## src/rtl/core/numbered_string_line_parser_assert.svh

```systemverilog
// Assertion macros shared by the line parser modules.
`ifndef NUMBERED_STRING_LINE_PARSER_ASSERT_SVH
`define NUMBERED_STRING_LINE_PARSER_ASSERT_SVH

`ifndef SYNTH

// Check a property on every rising edge of clk outside reset.
`define NSLP_ASSERT(name, prop, msg) \
    name: assert property (@(posedge clk) disable iff (!rst_n) (prop)) else $error(msg);

// Check that a condition never holds on a rising edge outside reset.
`define NSLP_NEVER(name, cond, msg) \
    `NSLP_ASSERT(name, !(cond), msg)

`else

`define NSLP_ASSERT(name, prop, msg)

`define NSLP_NEVER(name, cond, msg)

`endif

`endif

```

## src/rtl/core/nslp_pkg.sv

```systemverilog
// Types, constants and helper functions of the numbered string line parser.
`default_nettype none

package nslp_pkg;

    // Ids saturate at this value, which is never emitted.
    localparam int ID_SPACE = 4096;
    localparam int ID_W     = $clog2(ID_SPACE + 1);
    localparam int LIMIT_W  = 13;
    localparam logic [LIMIT_W-1:0] ID_LIMIT_RESET = 13'd4096;

    // Depth of the operation queue between front and back.
    localparam int OPQ_DEPTH = 4;
    localparam int OPQ_AW    = $clog2(OPQ_DEPTH);
    localparam int OPQ_CW    = $clog2(OPQ_DEPTH + 1);

    // Character codes.
    localparam logic [7:0] CH_NUL   = 8'h00;
    localparam logic [7:0] CH_TAB   = 8'h09;
    localparam logic [7:0] CH_LF    = 8'h0a;
    localparam logic [7:0] CH_CR    = 8'h0d;
    localparam logic [7:0] CH_SPACE = 8'h20;
    localparam logic [7:0] CH_QUOTE = 8'h22;
    localparam logic [7:0] CH_PLUS  = 8'h2b;
    localparam logic [7:0] CH_0     = 8'h30;
    localparam logic [7:0] CH_7     = 8'h37;
    localparam logic [7:0] CH_9     = 8'h39;
    localparam logic [7:0] CH_UA    = 8'h41;
    localparam logic [7:0] CH_UF    = 8'h46;
    localparam logic [7:0] CH_UX    = 8'h58;
    localparam logic [7:0] CH_BSL   = 8'h5c;
    localparam logic [7:0] CH_LA    = 8'h61;
    localparam logic [7:0] CH_LF_A  = 8'h66;
    localparam logic [7:0] CH_LN    = 8'h6e;
    localparam logic [7:0] CH_LX    = 8'h78;

    localparam logic [4:0] NO_DIGIT = 5'd16;

    typedef enum logic [3:0] {
        PH_WS   = 4'd0,
        PH_SIGN = 4'd1,
        PH_ZERO = 4'd2,
        PH_HEXX = 4'd3,
        PH_NUM  = 4'd4,
        PH_SEEK = 4'd5,
        PH_STR  = 4'd6,
        PH_SKIP = 4'd7,
        PH_DONE = 4'd8
    } phase_t;

    typedef enum logic [1:0] {
        BASE_DEC = 2'd0,
        BASE_OCT = 2'd1,
        BASE_HEX = 2'd2
    } base_t;

    typedef struct packed {
        logic [7:0] text_byte;
        logic       end_of_buffer;
    } nslp_in_t;

    typedef struct packed {
        logic [11:0] string_id;
        logic [7:0]  char_out;
        logic        end_of_string;
    } nslp_out_t;

    // One queued operation: up to three result beats of one input beat.
    typedef struct packed {
        logic [11:0]     id;
        logic [1:0]      cnt;
        logic [2:0][7:0] ch;
        logic            eos;
    } nslp_op_t;

    function automatic logic is_space(logic [7:0] c);
        return (c == CH_SPACE) || (c >= CH_TAB && c <= CH_CR);
    endfunction

    function automatic logic is_break(logic [7:0] c);
        return (c == CH_CR) || (c == CH_LF);
    endfunction

    function automatic logic is_dec(logic [7:0] c);
        return (c >= CH_0) && (c <= CH_9);
    endfunction

    // Digit value of c in base b, or NO_DIGIT.
    function automatic logic [4:0] digit_of(logic [7:0] c, base_t b);
        logic [4:0] d;
        d = NO_DIGIT;
        if (c >= CH_0 && c <= CH_9) d = 5'(c - CH_0);
        else if (c >= CH_LA && c <= CH_LF_A) d = 5'(c - CH_LA + 8'd10);
        else if (c >= CH_UA && c <= CH_UF) d = 5'(c - CH_UA + 8'd10);
        if (b == BASE_DEC && d > 5'd9) d = NO_DIGIT;
        if (b == BASE_OCT && d > 5'd7) d = NO_DIGIT;
        return d;
    endfunction

    function automatic logic id_ok(logic [ID_W-1:0] id, logic [LIMIT_W-1:0] limit);
        return (id != '0) && (LIMIT_W'(id) < limit) && (id < ID_W'(ID_SPACE));
    endfunction

endpackage

`default_nettype wire

```

## src/rtl/core/nslp_front.sv

```systemverilog
// Front part: byte parser that turns each accepted beat into at most one queued operation.
`default_nettype none

module nslp_front (
    input  wire logic                         clk,
    input  wire logic                         rst_n,
    input  wire logic                         accept,
    input  wire nslp_pkg::nslp_in_t           item,
    input  wire logic [nslp_pkg::LIMIT_W-1:0] id_limit,
    output logic                              op_push,
    output nslp_pkg::nslp_op_t                op
);

    localparam int MW = nslp_pkg::ID_W + 4;

    nslp_pkg::phase_t              phase_reg, phase_next;
    logic [nslp_pkg::ID_W-1:0]     id_reg, id_next;
    nslp_pkg::base_t               base_reg, base_next;
    logic                          vld_reg, vld_next;
    logic                          esc_reg, esc_next;
    logic                          pbs_reg, pbs_next;
    logic                          ended_reg, ended_next;

    logic [1:0]                    n_cnt;
    logic [2:0][7:0]               e_ch;
    logic                          e_eos;
    logic [11:0]                   e_id;

    always_comb
    begin
        logic [7:0]            c;
        logic                  fin;
        nslp_pkg::phase_t      fin_ph;
        logic [4:0]            d;
        logic [MW-1:0]         acc;
        c          = item.text_byte;
        fin        = 1'b0;
        fin_ph     = phase_reg;
        d          = nslp_pkg::NO_DIGIT;
        acc        = '0;
        phase_next = phase_reg;
        id_next    = id_reg;
        base_next  = base_reg;
        vld_next   = vld_reg;
        esc_next   = esc_reg;
        pbs_next   = pbs_reg;
        ended_next = ended_reg;
        n_cnt      = 2'd0;
        e_ch       = '0;
        e_eos      = 1'b0;

        if (phase_reg == nslp_pkg::PH_DONE || ended_reg)
        begin
            // text over: drop bytes until the buffer ends
        end
        else if (c == nslp_pkg::CH_NUL)
        begin
            fin        = 1'b1;
            fin_ph     = phase_reg;
            phase_next = nslp_pkg::PH_DONE;
            ended_next = 1'b1;
        end
        else
        begin
            unique case (phase_reg)
                nslp_pkg::PH_WS:
                begin
                    if (nslp_pkg::is_space(c))
                    begin
                        phase_next = nslp_pkg::PH_WS;
                    end
                    else if (c == nslp_pkg::CH_PLUS)
                    begin
                        phase_next = nslp_pkg::PH_SIGN;
                    end
                    else if (nslp_pkg::is_dec(c))
                    begin
                        id_next    = nslp_pkg::ID_W'(c - nslp_pkg::CH_0);
                        base_next  = nslp_pkg::BASE_DEC;
                        vld_next   = 1'b0;
                        phase_next = (c == nslp_pkg::CH_0) ? nslp_pkg::PH_ZERO
                                                           : nslp_pkg::PH_NUM;
                    end
                    else
                    begin
                        phase_next = nslp_pkg::PH_SKIP;
                    end
                end
                nslp_pkg::PH_SIGN:
                begin
                    if (nslp_pkg::is_dec(c))
                    begin
                        id_next    = nslp_pkg::ID_W'(c - nslp_pkg::CH_0);
                        base_next  = nslp_pkg::BASE_DEC;
                        vld_next   = 1'b0;
                        phase_next = (c == nslp_pkg::CH_0) ? nslp_pkg::PH_ZERO
                                                           : nslp_pkg::PH_NUM;
                    end
                    else
                    begin
                        phase_next = nslp_pkg::is_break(c) ? nslp_pkg::PH_WS
                                                           : nslp_pkg::PH_SKIP;
                    end
                end
                nslp_pkg::PH_ZERO, nslp_pkg::PH_NUM:
                begin
                    if (phase_reg == nslp_pkg::PH_ZERO &&
                        (c == nslp_pkg::CH_LX || c == nslp_pkg::CH_UX))
                    begin
                        base_next  = nslp_pkg::BASE_HEX;
                        phase_next = nslp_pkg::PH_HEXX;
                    end
                    else if (phase_reg == nslp_pkg::PH_ZERO &&
                             c >= nslp_pkg::CH_0 && c <= nslp_pkg::CH_7)
                    begin
                        base_next  = nslp_pkg::BASE_OCT;
                        id_next    = nslp_pkg::ID_W'(c - nslp_pkg::CH_0);
                        phase_next = nslp_pkg::PH_NUM;
                    end
                    else if (phase_reg == nslp_pkg::PH_NUM &&
                             nslp_pkg::digit_of(c, base_reg) != nslp_pkg::NO_DIGIT)
                    begin
                        // scale by the base with shifts, then saturate
                        d = nslp_pkg::digit_of(c, base_reg);
                        unique case (base_reg)
                            nslp_pkg::BASE_HEX: acc = MW'(id_reg) << 4;
                            nslp_pkg::BASE_OCT: acc = MW'(id_reg) << 3;
                            default:            acc = (MW'(id_reg) << 3) + (MW'(id_reg) << 1);
                        endcase
                        acc = acc + MW'(d);
                        id_next = (acc > MW'(nslp_pkg::ID_SPACE))
                                ? nslp_pkg::ID_W'(nslp_pkg::ID_SPACE)
                                : acc[nslp_pkg::ID_W-1:0];
                    end
                    else
                    begin
                        vld_next = nslp_pkg::id_ok(id_reg, id_limit);
                        if (nslp_pkg::is_break(c))
                        begin
                            fin        = 1'b1;
                            fin_ph     = phase_reg;
                            phase_next = nslp_pkg::PH_WS;
                        end
                        else if (c == nslp_pkg::CH_QUOTE)
                        begin
                            phase_next = nslp_pkg::PH_STR;
                            esc_next   = 1'b0;
                            pbs_next   = 1'b0;
                        end
                        else
                        begin
                            phase_next = nslp_pkg::PH_SEEK;
                        end
                    end
                end
                nslp_pkg::PH_HEXX:
                begin
                    d = nslp_pkg::digit_of(c, nslp_pkg::BASE_HEX);
                    if (d != nslp_pkg::NO_DIGIT)
                    begin
                        id_next    = nslp_pkg::ID_W'(d);
                        phase_next = nslp_pkg::PH_NUM;
                    end
                    else
                    begin
                        id_next    = '0;
                        vld_next   = 1'b0;
                        phase_next = nslp_pkg::is_break(c) ? nslp_pkg::PH_WS
                                                           : nslp_pkg::PH_SKIP;
                    end
                end
                nslp_pkg::PH_SEEK:
                begin
                    if (nslp_pkg::is_break(c))
                    begin
                        fin        = 1'b1;
                        fin_ph     = nslp_pkg::PH_SEEK;
                        phase_next = nslp_pkg::PH_WS;
                    end
                    else if (c == nslp_pkg::CH_QUOTE)
                    begin
                        phase_next = nslp_pkg::PH_STR;
                        esc_next   = 1'b0;
                        pbs_next   = 1'b0;
                    end
                end
                nslp_pkg::PH_STR:
                begin
                    if (nslp_pkg::is_break(c) || (c == nslp_pkg::CH_QUOTE && !pbs_reg))
                    begin
                        fin        = 1'b1;
                        fin_ph     = nslp_pkg::PH_STR;
                        phase_next = nslp_pkg::is_break(c) ? nslp_pkg::PH_WS
                                                           : nslp_pkg::PH_SKIP;
                    end
                    else
                    begin
                        pbs_next = (c == nslp_pkg::CH_BSL);
                        if (esc_reg)
                        begin
                            esc_next = 1'b0;
                            if (vld_reg)
                            begin
                                if (c == nslp_pkg::CH_QUOTE || c == nslp_pkg::CH_BSL)
                                begin
                                    e_ch[0] = c;
                                    n_cnt   = 2'd1;
                                end
                                else if (c == nslp_pkg::CH_LN)
                                begin
                                    e_ch[0] = nslp_pkg::CH_LF;
                                    n_cnt   = 2'd1;
                                end
                                else
                                begin
                                    e_ch[0] = nslp_pkg::CH_BSL;
                                    e_ch[1] = c;
                                    n_cnt   = 2'd2;
                                end
                            end
                        end
                        else if (c == nslp_pkg::CH_BSL)
                        begin
                            esc_next = 1'b1;
                        end
                        else if (vld_reg)
                        begin
                            e_ch[0] = c;
                            n_cnt   = 2'd1;
                        end
                    end
                end
                nslp_pkg::PH_SKIP:
                begin
                    if (nslp_pkg::is_break(c))
                        phase_next = nslp_pkg::PH_WS;
                end
                default:
                begin
                    phase_next = nslp_pkg::PH_WS;
                end
            endcase
        end

        // buffer end closes a number or string still open
        if (item.end_of_buffer && !fin &&
            phase_next != nslp_pkg::PH_DONE && !ended_next)
        begin
            fin    = 1'b1;
            fin_ph = phase_next;
        end

        if (fin)
        begin
            if (fin_ph == nslp_pkg::PH_ZERO || fin_ph == nslp_pkg::PH_NUM)
                vld_next = nslp_pkg::id_ok(id_next, id_limit);
            if (fin_ph inside {nslp_pkg::PH_ZERO, nslp_pkg::PH_NUM,
                               nslp_pkg::PH_SEEK, nslp_pkg::PH_STR} && vld_next)
            begin
                if (fin_ph == nslp_pkg::PH_STR && esc_next)
                begin
                    e_ch[n_cnt] = nslp_pkg::CH_BSL;
                    n_cnt       = n_cnt + 2'd1;
                end
                e_ch[n_cnt] = nslp_pkg::CH_NUL;
                n_cnt       = n_cnt + 2'd1;
                e_eos       = 1'b1;
            end
            esc_next = 1'b0;
            pbs_next = 1'b0;
        end

        e_id = id_next[11:0];

        if (item.end_of_buffer)
        begin
            phase_next = nslp_pkg::PH_WS;
            id_next    = '0;
            base_next  = nslp_pkg::BASE_DEC;
            vld_next   = 1'b0;
            esc_next   = 1'b0;
            pbs_next   = 1'b0;
            ended_next = 1'b0;
        end
    end

    always_comb
    begin
        op_push = accept && (n_cnt != 2'd0);
        op.id   = e_id;
        op.cnt  = n_cnt;
        op.ch   = e_ch;
        op.eos  = e_eos;
    end

    always_ff @(posedge clk or negedge rst_n)
    begin
        if (!rst_n)
        begin
            phase_reg <= nslp_pkg::PH_WS;
            id_reg    <= '0;
            base_reg  <= nslp_pkg::BASE_DEC;
            vld_reg   <= 1'b0;
            esc_reg   <= 1'b0;
            pbs_reg   <= 1'b0;
            ended_reg <= 1'b0;
        end
        else if (accept)
        begin
            phase_reg <= phase_next;
            id_reg    <= id_next;
            base_reg  <= base_next;
            vld_reg   <= vld_next;
            esc_reg   <= esc_next;
            pbs_reg   <= pbs_next;
            ended_reg <= ended_next;
        end
    end

endmodule

`default_nettype wire

```

## src/rtl/core/nslp_opq.sv

```systemverilog
// Short operation queue between the parser front and the result back.
`default_nettype none

`include "numbered_string_line_parser_assert.svh"

module nslp_opq (
    input  wire logic               clk,
    input  wire logic               rst_n,
    input  wire logic               push_en,
    input  wire nslp_pkg::nslp_op_t push_op,
    output logic                    full,
    output logic                    head_valid,
    output nslp_pkg::nslp_op_t      head_op,
    input  wire logic               pop_en
);

    nslp_pkg::nslp_op_t                entry_reg [nslp_pkg::OPQ_DEPTH];
    logic [nslp_pkg::OPQ_AW-1:0]       wr_ptr_reg, rd_ptr_reg;
    logic [nslp_pkg::OPQ_CW-1:0]       count_reg, count_next;

    assign full       = (count_reg == nslp_pkg::OPQ_CW'(nslp_pkg::OPQ_DEPTH));
    assign head_valid = (count_reg != '0);
    assign head_op    = entry_reg[rd_ptr_reg];

    always_comb
    begin
        count_next = count_reg;
        if (push_en && !pop_en)
            count_next = count_reg + nslp_pkg::OPQ_CW'(1);
        else if (!push_en && pop_en)
            count_next = count_reg - nslp_pkg::OPQ_CW'(1);
    end

    always_ff @(posedge clk)
    begin
        if (push_en)
            entry_reg[wr_ptr_reg] <= push_op;
    end

    always_ff @(posedge clk or negedge rst_n)
    begin
        if (!rst_n)
        begin
            wr_ptr_reg <= '0;
            rd_ptr_reg <= '0;
            count_reg  <= '0;
        end
        else
        begin
            if (push_en)
                wr_ptr_reg <= wr_ptr_reg + nslp_pkg::OPQ_AW'(1);
            if (pop_en)
                rd_ptr_reg <= rd_ptr_reg + nslp_pkg::OPQ_AW'(1);
            count_reg <= count_next;
        end
    end

    `NSLP_NEVER(a_opq_overflow, push_en && full, "operation queue overflow")
    `NSLP_NEVER(a_opq_underflow, pop_en && !head_valid, "operation queue underflow")
    `NSLP_ASSERT(a_opq_count, count_reg <= nslp_pkg::OPQ_CW'(nslp_pkg::OPQ_DEPTH), "bad count")

endmodule

`default_nettype wire

```

## src/rtl/core/nslp_back.sv

```systemverilog
// Back part: expands queued operations into result beats behind an output register.
`default_nettype none

`include "numbered_string_line_parser_assert.svh"

module nslp_back (
    input  wire logic               clk,
    input  wire logic               rst_n,
    input  wire logic               head_valid,
    input  wire nslp_pkg::nslp_op_t head_op,
    output logic                    head_pop,
    output logic                    empty,
    input  wire logic               pop,
    output nslp_pkg::nslp_out_t     result
);

    logic [1:0]          idx_reg, idx_next;
    logic                out_vld_reg, out_vld_next;
    nslp_pkg::nslp_out_t out_reg, out_next;
    logic                load;
    logic                is_last;

    assign load     = head_valid && (!out_vld_reg || pop);
    assign is_last  = (idx_reg == head_op.cnt - 2'd1);
    assign head_pop = load && is_last;
    assign empty    = !out_vld_reg;
    assign result   = out_reg;

    always_comb
    begin
        idx_next     = idx_reg;
        out_vld_next = out_vld_reg;
        out_next     = out_reg;
        if (load)
        begin
            out_next.string_id     = head_op.id;
            out_next.char_out      = head_op.ch[idx_reg];
            out_next.end_of_string = head_op.eos && is_last;
            out_vld_next           = 1'b1;
            idx_next               = is_last ? 2'd0 : idx_reg + 2'd1;
        end
        else if (pop)
        begin
            out_vld_next = 1'b0;
        end
    end

    always_ff @(posedge clk)
    begin
        out_reg <= out_next;
    end

    always_ff @(posedge clk or negedge rst_n)
    begin
        if (!rst_n)
        begin
            idx_reg     <= 2'd0;
            out_vld_reg <= 1'b0;
        end
        else
        begin
            idx_reg     <= idx_next;
            out_vld_reg <= out_vld_next;
        end
    end

    `NSLP_ASSERT(a_back_idx_range, head_valid |-> (idx_reg < head_op.cnt), "beat index past operation")
    `NSLP_ASSERT(a_back_idle_idx, !head_valid |-> (idx_reg == 2'd0), "beat index left mid operation")
    `NSLP_ASSERT(a_back_term_zero, (out_vld_reg && out_reg.end_of_string) |-> (out_reg.char_out == 8'd0), "terminator not zero")

endmodule

`default_nettype wire

```

## src/rtl/core/numbered_string_line_parser.sv

```systemverilog
// Top level of the numbered string line parser.
//
//  channel  direction  handshake            beat
//  -------  ---------  -------------------  -------------------------------------
//  input    in         push / full          item: text_byte, end_of_buffer
//  result   out        empty / pop          result: string_id, char_out, end_of_string
//  config   in         cfg_valid/cfg_ready  cfg_data: id_limit
//
//  One input beat is parsed per cycle while full is low; a beat yields zero to three result beats.
//  Results leave through the output register at one beat per cycle while they are
//  popped, so the rate is set by the back part, which sends a beat's results in turn.
//  The parser front stalls (full) only when the four-entry operation queue is full.
//  Reset clears the parse state and sets id_limit to 4096; no clearing pass is needed.
//  The first result beat passes through the operation queue and then the output
//  register before it shows on the result ports.
`default_nettype none

module numbered_string_line_parser (
    input  wire logic                         clk,
    input  wire logic                         rst_n,
    input  wire logic                         push,
    output logic                              full,
    input  wire nslp_pkg::nslp_in_t           item,
    output logic                              empty,
    input  wire logic                         pop,
    output nslp_pkg::nslp_out_t               result,
    input  wire logic                         cfg_valid,
    output logic                              cfg_ready,
    input  wire logic [nslp_pkg::LIMIT_W-1:0] cfg_data
);

    logic [nslp_pkg::LIMIT_W-1:0] limit_reg;
    logic                         accept;
    logic                         op_push;
    nslp_pkg::nslp_op_t           op;
    logic                         q_full;
    logic                         head_valid;
    nslp_pkg::nslp_op_t           head_op;
    logic                         head_pop;

    // The limit register takes a beat in any cycle.
    assign cfg_ready = 1'b1;

    // Accept a byte whenever the queue has room for its operation.
    assign full   = q_full;
    assign accept = push && !q_full;

    always_ff @(posedge clk or negedge rst_n)
    begin
        if (!rst_n)
            limit_reg <= nslp_pkg::ID_LIMIT_RESET;
        else if (cfg_valid && cfg_ready)
            limit_reg <= cfg_data;
    end

    // Front: parse the byte, classify it and build the operation.
    nslp_front u_front (
        .clk      (clk),
        .rst_n    (rst_n),
        .accept   (accept),
        .item     (item),
        .id_limit (limit_reg),
        .op_push  (op_push),
        .op       (op)
    );

    // Queue: decouple parsing from result delivery.
    nslp_opq u_opq (
        .clk        (clk),
        .rst_n      (rst_n),
        .push_en    (op_push),
        .push_op    (op),
        .full       (q_full),
        .head_valid (head_valid),
        .head_op    (head_op),
        .pop_en     (head_pop)
    );

    // Back: advance through each operation one result beat at a time.
    nslp_back u_back (
        .clk        (clk),
        .rst_n      (rst_n),
        .head_valid (head_valid),
        .head_op    (head_op),
        .head_pop   (head_pop),
        .empty      (empty),
        .pop        (pop),
        .result     (result)
    );

endmodule

`default_nettype wire
```

## config.mk

```make
export PLATFORM = sky130hd
export DESIGN_NAME = numbered_string_line_parser
export DESIGN_NICKNAME = d
export VERILOG_FILES = /design/src/rtl/core/nslp_pkg.sv /design/src/rtl/core/nslp_front.sv /design/src/rtl/core/nslp_opq.sv /design/src/rtl/core/nslp_back.sv /design/src/rtl/core/numbered_string_line_parser.sv
export VERILOG_INCLUDE_DIRS = /design/src /design/src/rtl/core
export SDC_FILE = /design/constraint.sdc
export NUM_CORES = 1
export LEC_CHECK = 0
export BUFFER_PORTS_ARGS = -buffer_cell sky130_fd_sc_hd__buf_2
export CAP_MARGIN = 20
export CORE_ASPECT_RATIO = 1.1
export CORE_MARGIN = 1
export CORE_UTILIZATION = 63
export CTS_CLUSTER_DIAMETER = 150
export DETAILED_ROUTE_END_ITERATION = 12
export PLACE_DENSITY = 0.81
export SYNTH_ARGS = -nofsm -noshare
export SYNTH_HDL_FRONTEND = slang
export SYNTH_SLANG_ARGS = --single-unit
```

## constraint.sdc

```tcl
create_clock -name clk -period 9.59 [get_ports clk]
set_input_delay 0 -clock clk [delete_from_list [all_inputs] [get_ports clk]]
set_output_delay 0 -clock clk [all_outputs]
set_load 0.01 [all_outputs]
```

======== Word level (Yosys, flattened, before mapping) ========
Memories as Yosys holds them, arrays and structs flattened.
Cells that the tools add are included.
cells by class
  $lt $le $gt $ge ......................... 23
  equality and inequality tests ........... 40
  reductions and logical operators ........ 61
  bitwise logic cells ..................... 5
  multiply operators ...................... 0
  shift-type cells ........................ 0
  mux-type cells .......................... 195
  divide/modulo/power cells ............... 0
  $add $sub $neg .......................... 16
operators with widths
  operator                count
  $mux W5                 44
  $mux W13                10
  $mux W24                5
  $mux W17                6
  $mux W4                 21
  $mux W16                5
  $mux W8                 10
  $mux W1                 53
  $pmux W13 S4            1
  $mux W2                 24
  $pmux W17 S2            1
  $demux W8 S2            2
  $eq A8 B6 Y1 const B    4
  $eq A8 B7 Y1 const B    4
  $logic_and A1 B1 Y1     31
  $eq A4 B3 Y1 const B    7
  $pmux W4 S7             1
  $lt A13 B13 Y1          2
  $lt A13 B13 Y1 const B  2
  $reduce_bool A13 Y1     2
  $and A24 B24 Y24        1
  $not A24 Y24            1
  $ne A4 B4 Y1 const B    5
  $add A16 B14 Y17        1
  54 further kinds        97
storage, ports and cells
  memory bits (read-only) ................. 0
  input port bits ......................... 27
  memories kept ........................... 1
  register bits ........................... 67
  latch bits .............................. 0
  memory bits (writable) .................. 156
  logic and storage cells ................. 357
memories
  memory           words  width  rd ports  clocked after memory_dff  write ports  line            RTL
  u_opq.entry_reg  4      39     1         0                         1            nslp_opq.sv:17  nslp_pkg::nslp_op_t entry_reg [nslp_pkg::OPQ_DEPTH];

======== Longest topological paths before layout ========
Gate-level depths: netlist (run 1).
  word-level depth ........................ 78
  mapped depth ............................ 41
  gate-level depth less buffers ........... 39

======== By module ========
From an unflattened synthesis (run 1), not the netlist that was laid out.
second synthesis, totals
  cell total of the unflattened synthesis .. 1125
  area, all modules ....................... 13252.7 um^2
by module, submodules not included
  module                       cells each  area each (um^2)  times used
  nslp_opq                     238         6069.6            1
  nslp_front                   786         5655.4            1
  nslp_back                    71          988.4             1
  numbered_string_line_parser  30          539.3             1

======== Worst setup path after synthesis (run 1) ========
Ideal clock, no wire load.
  path kind ............................... input-to-reg
  start ................................... input item[2] in the netlist's numbering
  end ..................................... memory u_opq.entry_reg[0][0] in the netlist's numbering, enable pin
  stages .................................. 32
  buffers on the path ..................... 1
  arrival time ............................ 7.663 ns
  path slack .............................. 1.535 ns
  required time ........................... 9.198 ns
  cell sequence ........................... clkbuf_1 > inv_1 > ha_1 > or4b_1 > o211ai_1 > o22a_1 > a21oi_1 > o22ai_1 > nor3_1 > ha_1 > a211oi_1 > o21bai_1 > o211ai_1 > a221o_1 > or2_1 > mux2i_2 > o41ai_4 > nand3_4 > o22ai_1 > ha_1 > a21o_1 > a21o_1 > a21o_1 > a21o_1 > a21o_1 > a21o_1 > a311o_1 > a211oi_2 > o211ai_2 > a21o_4 > a211oi_4 > and2_1
RTL lines
  item                line                               RTL
  start: declaration  numbered_string_line_parser.sv:23  input wire nslp_pkg::nslp_in_t item,
  end: declaration    nslp_opq.sv:17

==> metrics.md, run 1 <==
| Metric | Value |
|---|---|
| Final WL | 36,800 um |
| Deepest clock path buffer count | 2 |
| Floorplan row count | 53 |
| CP Data Arrival Time | 9.18 ns |
| Synthesized flop and latch total | 195 |
| Largest area contributor in the netlist | edfxtp_1 |
| I/O pins | 51 |
| Maximum vdd drop | 0.000215 V |
| Area Growth Syn to Fin | 10.8% |
| Clock latency on the worst-skew pair | 0.43 ns |
| Cells after Synth | 1,175 |
| Clock power share | 23.8% |
| Die Y-Extent | 150 um |
| Minimum clock period | 8.83 ns |
| Final setup fails | 0 |
| Final core occ | 72.2% |
| Vias in the first global route | 10,300 |
| Post-synth EDFFs | 149 |
| Yosys warnings | 0 |
| Final total power | 2.93 mW |
| Delay-heaviest family, CP | compound AO/OA/AOI/OAI gates |
| Worst Max-Slew Pin Slew | 0.935 ns |
| Leak | 5.27 nW |
| Slew Limit Fails | 0 |
| Xor-xnor portion of the synthesized cell area | 1.60% |
| Filler cell count | 1,310 |
| Prevailing post-synth register cell | edfxtp_1 |
| Vias | 10,600 |
| Syn_nets | 1,268 |
| Antenna Cells | 0 |
| Pwr/cell area | 210 nW/um^2 |
| Final Hold Fails | 0 |
| Post-synthesis compound-gate area fraction | 20.5% |
| Req. time, crit path | 9.95 ns |
| Unrepaired setup endpoints after global routing | no |
| Avg Cell Area, Syn | 10.7 um^2 |
| TritonRoute pass-1 iters | 8 |
| Pint | 1.78 mW |
| 1st-iter DRT viols | 1,252 |
| Final worst path period share | 92.0% |
| Die area | 20,600 um^2 |
| Post-synthesis async set-or-reset flop share | 23.6% |
| Num Clock Sinks | 195 |
| WL/cell | 24.6 um |
| Max_cap viols | 0 |
| DRT antenna net count | 0 |
| # port buffers | 49 |
| Post-CTS setup buffers | 0 |
| Post-Synth Adder-Cell Area | 6.73% |
| Register area share after synthesis | 44.6% |
| CTS Buf Count | 17 |
| Psw | 1.15 mW |
| Largest family of logic cells by synthesized area | compound AO/OA/AOI/OAI gates |
| Setup Crit Path Kind | input port to flop |
| CP max-delay cell | or4b_1 |
| Clock transition at the registers of the reported paths | 0.08 ns |
| Switching Fraction | 39.3% |
| Nets | 1,330 |
| Combinational share of power | 37.1% |
| H-tree levels | 4 |
| Total track usage | 37.5% |
| Grt ovf | 0 |
| Startpoint Class | input port |
| Clock skew | 0.0187 ns |
| Synth unique cells | 104 |
| Share of the synthesized area in the top cell type | 35.5% |
| Netlist Area Pre-Place | 12,600 um^2 |
| Post-DP HPWL | 24,200 um |
| Vias/cell | 7.11 |
| Post-synthesis mux area share | 7.29% |
| Simple-gate portion of the synthesized area | 15.5% |
| Outcome | finished clean |
| Gpl congestion | 1.01 |
| Synth top cells by count | edfxtp_1, nand2_1, nor2_1, o21ai_0, ha_1 |
| Most common cell in the netlist | edfxtp_1 |
| DRC viols | 0 |
| Relative slew slack | 36.0% |
| Clock Tree Root | clkbuf_16 |
| Setup TNS | 0 ns |
| Initial antenna violation count | 0 |
| CP endpoint kind | flop |
| Critical path's most frequent cell | a21o_1 |
| CTS tree | built |
| Fmax | 0.113 GHz |
| Largest cells by area after synthesis | edfxtp_1, dfrtp_1, ha_1 |
| First-pass GRT wire length | 57,400 um |
| Buf+Inv Stages, Crit Path | 3 |
| Max reg flops | 128 |
| Critical path's largest stage delay | 0.56 ns |
| Core area | 19,400 um^2 |
| CP Max Fanout | 15 |
| Starting Density | 65.1% |
| Largest net degree at the start of global routing | 47 |
| Sequential power share | 39.2% |
| Share of cells above drive strength 1 | 15.5% |
| HP Class | input port to flop |
| Chip Width | 137 um |
-- cells by family after synthesis --
family	count (synthesis)
compound gates	362
flops	195
other cells	1
buf+inv	112
fa+ha+maj	66
xor+xnor	23
simple gates	365
mux	51
-- routing by layer --
layer	up-vias	wire length [um]	track usage (%)
li1	4687	-	-
met1	5095	14300	47.8
met2	689	17700	61.5
met3	168	3100	6.13
met4	0	1750	19.6
met5	-	0	0
-- worst register-to-register path: cells and delay by family (launching register included) --
family,cells,cell delay (ns)
multiplexers,1,0.19
AO/OA/AOI/OAI,18,4.65
AND/OR/NAND/NOR,5,0.95
buffers and inverters,2,0.16
adder cells (fa/ha/maj),5,2.06
XOR/XNOR,2,0.33
flip-flops,1,0.38
-- path summary, 6_finish.rpt --
path	slack, ns	depth (start not counted)	from	to
max in group asynchronous	8.88	3	rst_n	u_opq.rd_ptr_reg[0]$_DFFE_PN0P_
max reg2reg	0.80	33	u_front.base_reg[1]$_DFFE_PN0P_	u_opq.count_reg[2]$_DFFE_PN0P_
min in group asynchronous	0.20	3	rst_n	limit_reg[2]$_DFFE_PN0P_
max	0.76	37	item[2]	u_opq.count_reg[2]$_DFFE_PN0P_
min	0.04	3	item[0]	u_front.base_reg[0]$_DFFE_PN0P_
min reg2reg	0.54	1	u_opq.count_reg[2]$_DFFE_PN0P_	u_opq.count_reg[2]$_DFFE_PN0P_
-- placed cells by master (no fill, tap or decap), types with 14 or more instances in the layout --
master	count
a211oi_1	17
a21o_1	25
a21oi_1	60
a22o_1	20
a22oi_1	17
and3_1	22
buf_2	49
buf_4	30
clkbuf_16	17
dfrtp_1	43
dlygate4sd3_1	32
edfxtp_1	149
ha_1	63
inv_1	41
mux4_2	31
nand2_1	87
nand3_1	28
nor2_1	80
nor2b_1	14
nor3_1	30
o211ai_1	15
o21ai_0	72
-- power by group through the flow --
stage / Clock (mW) / Sequential, mW / Combinational, mW
floorplan: 0 / 1.07 / 0.831
global placement: 0 / 1.15 / 1.01
detailed placement: 0 / 1.16 / 1.03
CTS: 0.691 / 1.14 / 1.06
global route: 0.726 / 1.16 / 1.18
finish: 0.696 / 1.15 / 1.09
-- cell type report --
| type | count | area, um^2 | area share (%) |
|---|---|---|---|
| Sequential cell | 195 | 5630 | 40.3 |
| Clock buffer | 17 | 425 | 3.04 |
| Timing Repair Buffer | 111 | 791 | 5.66 |
| Multi-Input combinational cell | 868 | 6520 | 46.6 |
| Inverter | 44 | 165 | 1.18 |
| Clock inverter | 14 | 139 | 0.993 |
| Tap cell | 247 | 309 | 2.21 |
-- through the flow --
| stage | instances | area (um^2) | setup slack (ns) | hold WS, ns |
|---|---|---|---|---|
| final | 1496 | 14000 | 0.765 | 0.0439 |
| after global placement | 1433 | 13100 | 0.938 | 0.146 |
| after global routing | 1496 | 14000 | 0.403 | 0.0590 |
| after CTS | 1496 | 14000 | 0.974 | 0.00413 |
| after detailed placement | 1433 | 13100 | 0.548 | 0.146 |
| after floorplan | 1175 | 12600 | 1.54 | -0.296 |
-- what timing repair did --
action | in CTS | in global routing
gates resized for setup | 0 | 0
hold endpoints to repair | 59 | 0
hold buffers | 32 | 0
Note: power is estimated with default switching activity, not from simulation.
==> run 2, diff against run 1 <==
--- a/config.mk
+++ b/config.mk
@@ -6,13 +6,13 @@
 export SDC_FILE = /design/constraint.sdc
 export NUM_CORES = 1
 export LEC_CHECK = 0
-export BUFFER_PORTS_ARGS = -buffer_cell sky130_fd_sc_hd__buf_2
-export CAP_MARGIN = 20
+export CAP_MARGIN = 10
 export CORE_ASPECT_RATIO = 1.1
 export CORE_MARGIN = 1
-export CORE_UTILIZATION = 63
+export CORE_UTILIZATION = 65
 export CTS_CLUSTER_DIAMETER = 150
 export DETAILED_ROUTE_END_ITERATION = 12
+export DONT_BUFFER_PORTS = 1
 export PLACE_DENSITY = 0.81
 export SYNTH_ARGS = -nofsm -noshare
 export SYNTH_HDL_FRONTEND = slang
==> metrics.md, run 2 (synthesis gave the netlist of run 1 again) <==
| Metric | Value |
|---|---|
| CP max-delay cell | ha_1 |
| DRT antenna net count | 0 |
| Most frequent cells in the layout | edfxtp_1, nand2_1, nor2_1, o21ai_0, ha_1 |
| Critical path's most frequent cell | a21o_1 |
| Share of cells above drive strength 1 | 11.6% |
| Initial antenna violation count | 0 |
| Final worst path period share | 93.2% |
| Starting Density | 66.3% |
| Clock Tree Root | clkbuf_16 |
| Reg2Reg Capture Point | u_opq.count_reg[2]$_DFFE_PN0P_ |
| Antenna Cells | 0 |
| TritonRoute pass-1 iters | 6 |
| WHS Path Cells | 2 |
| Vias in the first global route | 10,200 |
| Critical R2R Launch | u_front.base_reg[1]$_DFFE_PN0P_ |
| Num Clock Sinks | 195 |
| Floorplan row count | 53 |
| Minimum clock period | 8.94 ns |
| Slew Limit Fails | 0 |
| Non-filler cells, final | 1,433 |
| Setup TNS | 0 ns |
| Max reg flops | 128 |
| Largest net degree at the start of global routing | 47 |
| Die Y-Extent | 148 um |
| Final core occ | 71.7% |
| Final WL | 36,300 um |
| Reg-to-reg slack, setup | 0.65 ns |
| Outcome | finished clean |
| # port buffers | 0 |
| Most common cell after layout, fill and taps aside | edfxtp_1 |
| Clock skew | 0.0129 ns |
| HP Start | item[4] |
| H-tree levels | 4 |
| CTS tree | built |
| Final total power | 2.90 mW |
| Dpl cells | 1,377 |
| PostCTS Resize Cnt | 0 |
| Critical path's largest stage delay | 0.68 ns |
| Vias | 10,500 |
| Setup Crit Path Kind | flop to flop |
| Startpoint Class | flop |
| Max_cap viols | 0 |
| Dpl ws | 0.792 ns |
| Nets | 1,266 |
| Final setup fails | 0 |
| Placed Area | 12,800 um^2 |
| CTS Buf Count | 17 |
| Total track usage | 37.8% |
| Relative slew slack | 33.4% |
| Leak | 5.05 nW |
| Pwr/cell area | 213 nW/um^2 |
| Area Growth Syn to Fin | 8.19% |
| Maximum vdd drop | 0.000290 V |
| Hold worst-path end | u_opq.entry_reg[0][12]$_DFFE_PP_ |
| I/O pins | 51 |
| CP Max Fanout | 22 |
| Chip Width | 135 um |
| 1st-iter DRT viols | 1,301 |
| Clock latency on the worst-skew pair | 0.45 ns |
| R2R depth | 33 |
| Post-DP HPWL | 24,200 um |
| Grt ovf | 0 |
| Vias/cell | 7.30 |
| Die area | 20,000 um^2 |
| First-pass GRT wire length | 57,000 um |
| Final hold slack | 0.0477 ns |
| Final WS setup | 0.649 ns |
| Req. time, crit path | 9.95 ns |
| Gpl congestion | 0.987 |
| CP Data Arrival Time | 9.30 ns |
| Core area | 19,000 um^2 |
| HP Class | input port to flop |
| Clock transition at the registers of the reported paths | 0.08 ns |
| Fmax | 0.112 GHz |
| WL/cell | 25.3 um |
| Post-route cell area | 13,600 um^2 |
| CP endpoint kind | flop |
| DRC viols | 0 |
| Worst Max-Slew Pin Slew | 0.999 ns |
| Deepest clock path buffer count | 2 |
| Unrepaired setup endpoints after global routing | no |
| Final Hold Fails | 0 |
==> run 2: worst max-delay path, delay by kind of cell, from the launching register on <==
kind / cells / cell delay [ns]
compound gates: 18 / 4.71
xor+xnor: 2 / 0.38
fa+ha+maj: 5 / 2.08
buf+inv: 2 / 0.18
flops: 1 / 0.38
mux: 1 / 0.19
simple gates: 5 / 0.94
==> run 2: worst max-delay path by stage <==
| stage | start | endpoint | slack (ns) | cells past startpoint |
|---|---|---|---|---|
| after global routing | u_front.base_reg[1]$_DFFE_PN0P_ | u_opq.count_reg[2]$_DFFE_PN0P_ | 0.22 | 33 |
| after detailed placement | item[1] | u_opq.count_reg[2]$_DFFE_PN0P_ | 0.79 | 36 |
| after global placement | item[1] | u_opq.entry_reg[0][37]$_DFFE_PP_ | 1.19 | 32 |
| after CTS | u_front.base_reg[1]$_DFFE_PN0P_ | u_opq.count_reg[2]$_DFFE_PN0P_ | 0.85 | 33 |
| final | u_front.base_reg[1]$_DFFE_PN0P_ | u_opq.count_reg[2]$_DFFE_PN0P_ | 0.65 | 33 |
| after floorplan | item[2] | u_opq.entry_reg[0][0]$_DFFE_PP_ | 1.54 | 32 |
==> run 2: timing repair <==
action,in CTS,in global routing
hold buffers,24,0
endpoints found under the hold margin,95,0
buffers inserted,0,0
==> run 2: metal layers <==
layer	wire (um)	track usage [%]
met1	14200	50.5
met2	17700	62.2
met3	3320	6.20
met4	1140	14.4
met5	0	0
==> run 2: report_power, final <==
part           switching [mW]  internal (mW)  total [mW]  leakage (nW)
Sequential              0.129           1.00        1.13          1.93
Clock                   0.352          0.372       0.724         0.292
Combinational           0.644          0.406        1.05          2.83
==> run 2: area by class of cell <==
class | instances | area (um^2)
multi-input cells | 868 | 6520
flip-flops and latches | 195 | 5630
fillers | 1258 | 5390
repair buffers | 47 | 430
clock buffers | 17 | 425
well taps | 247 | 309
clock inverters | 15 | 166
inverters | 44 | 165
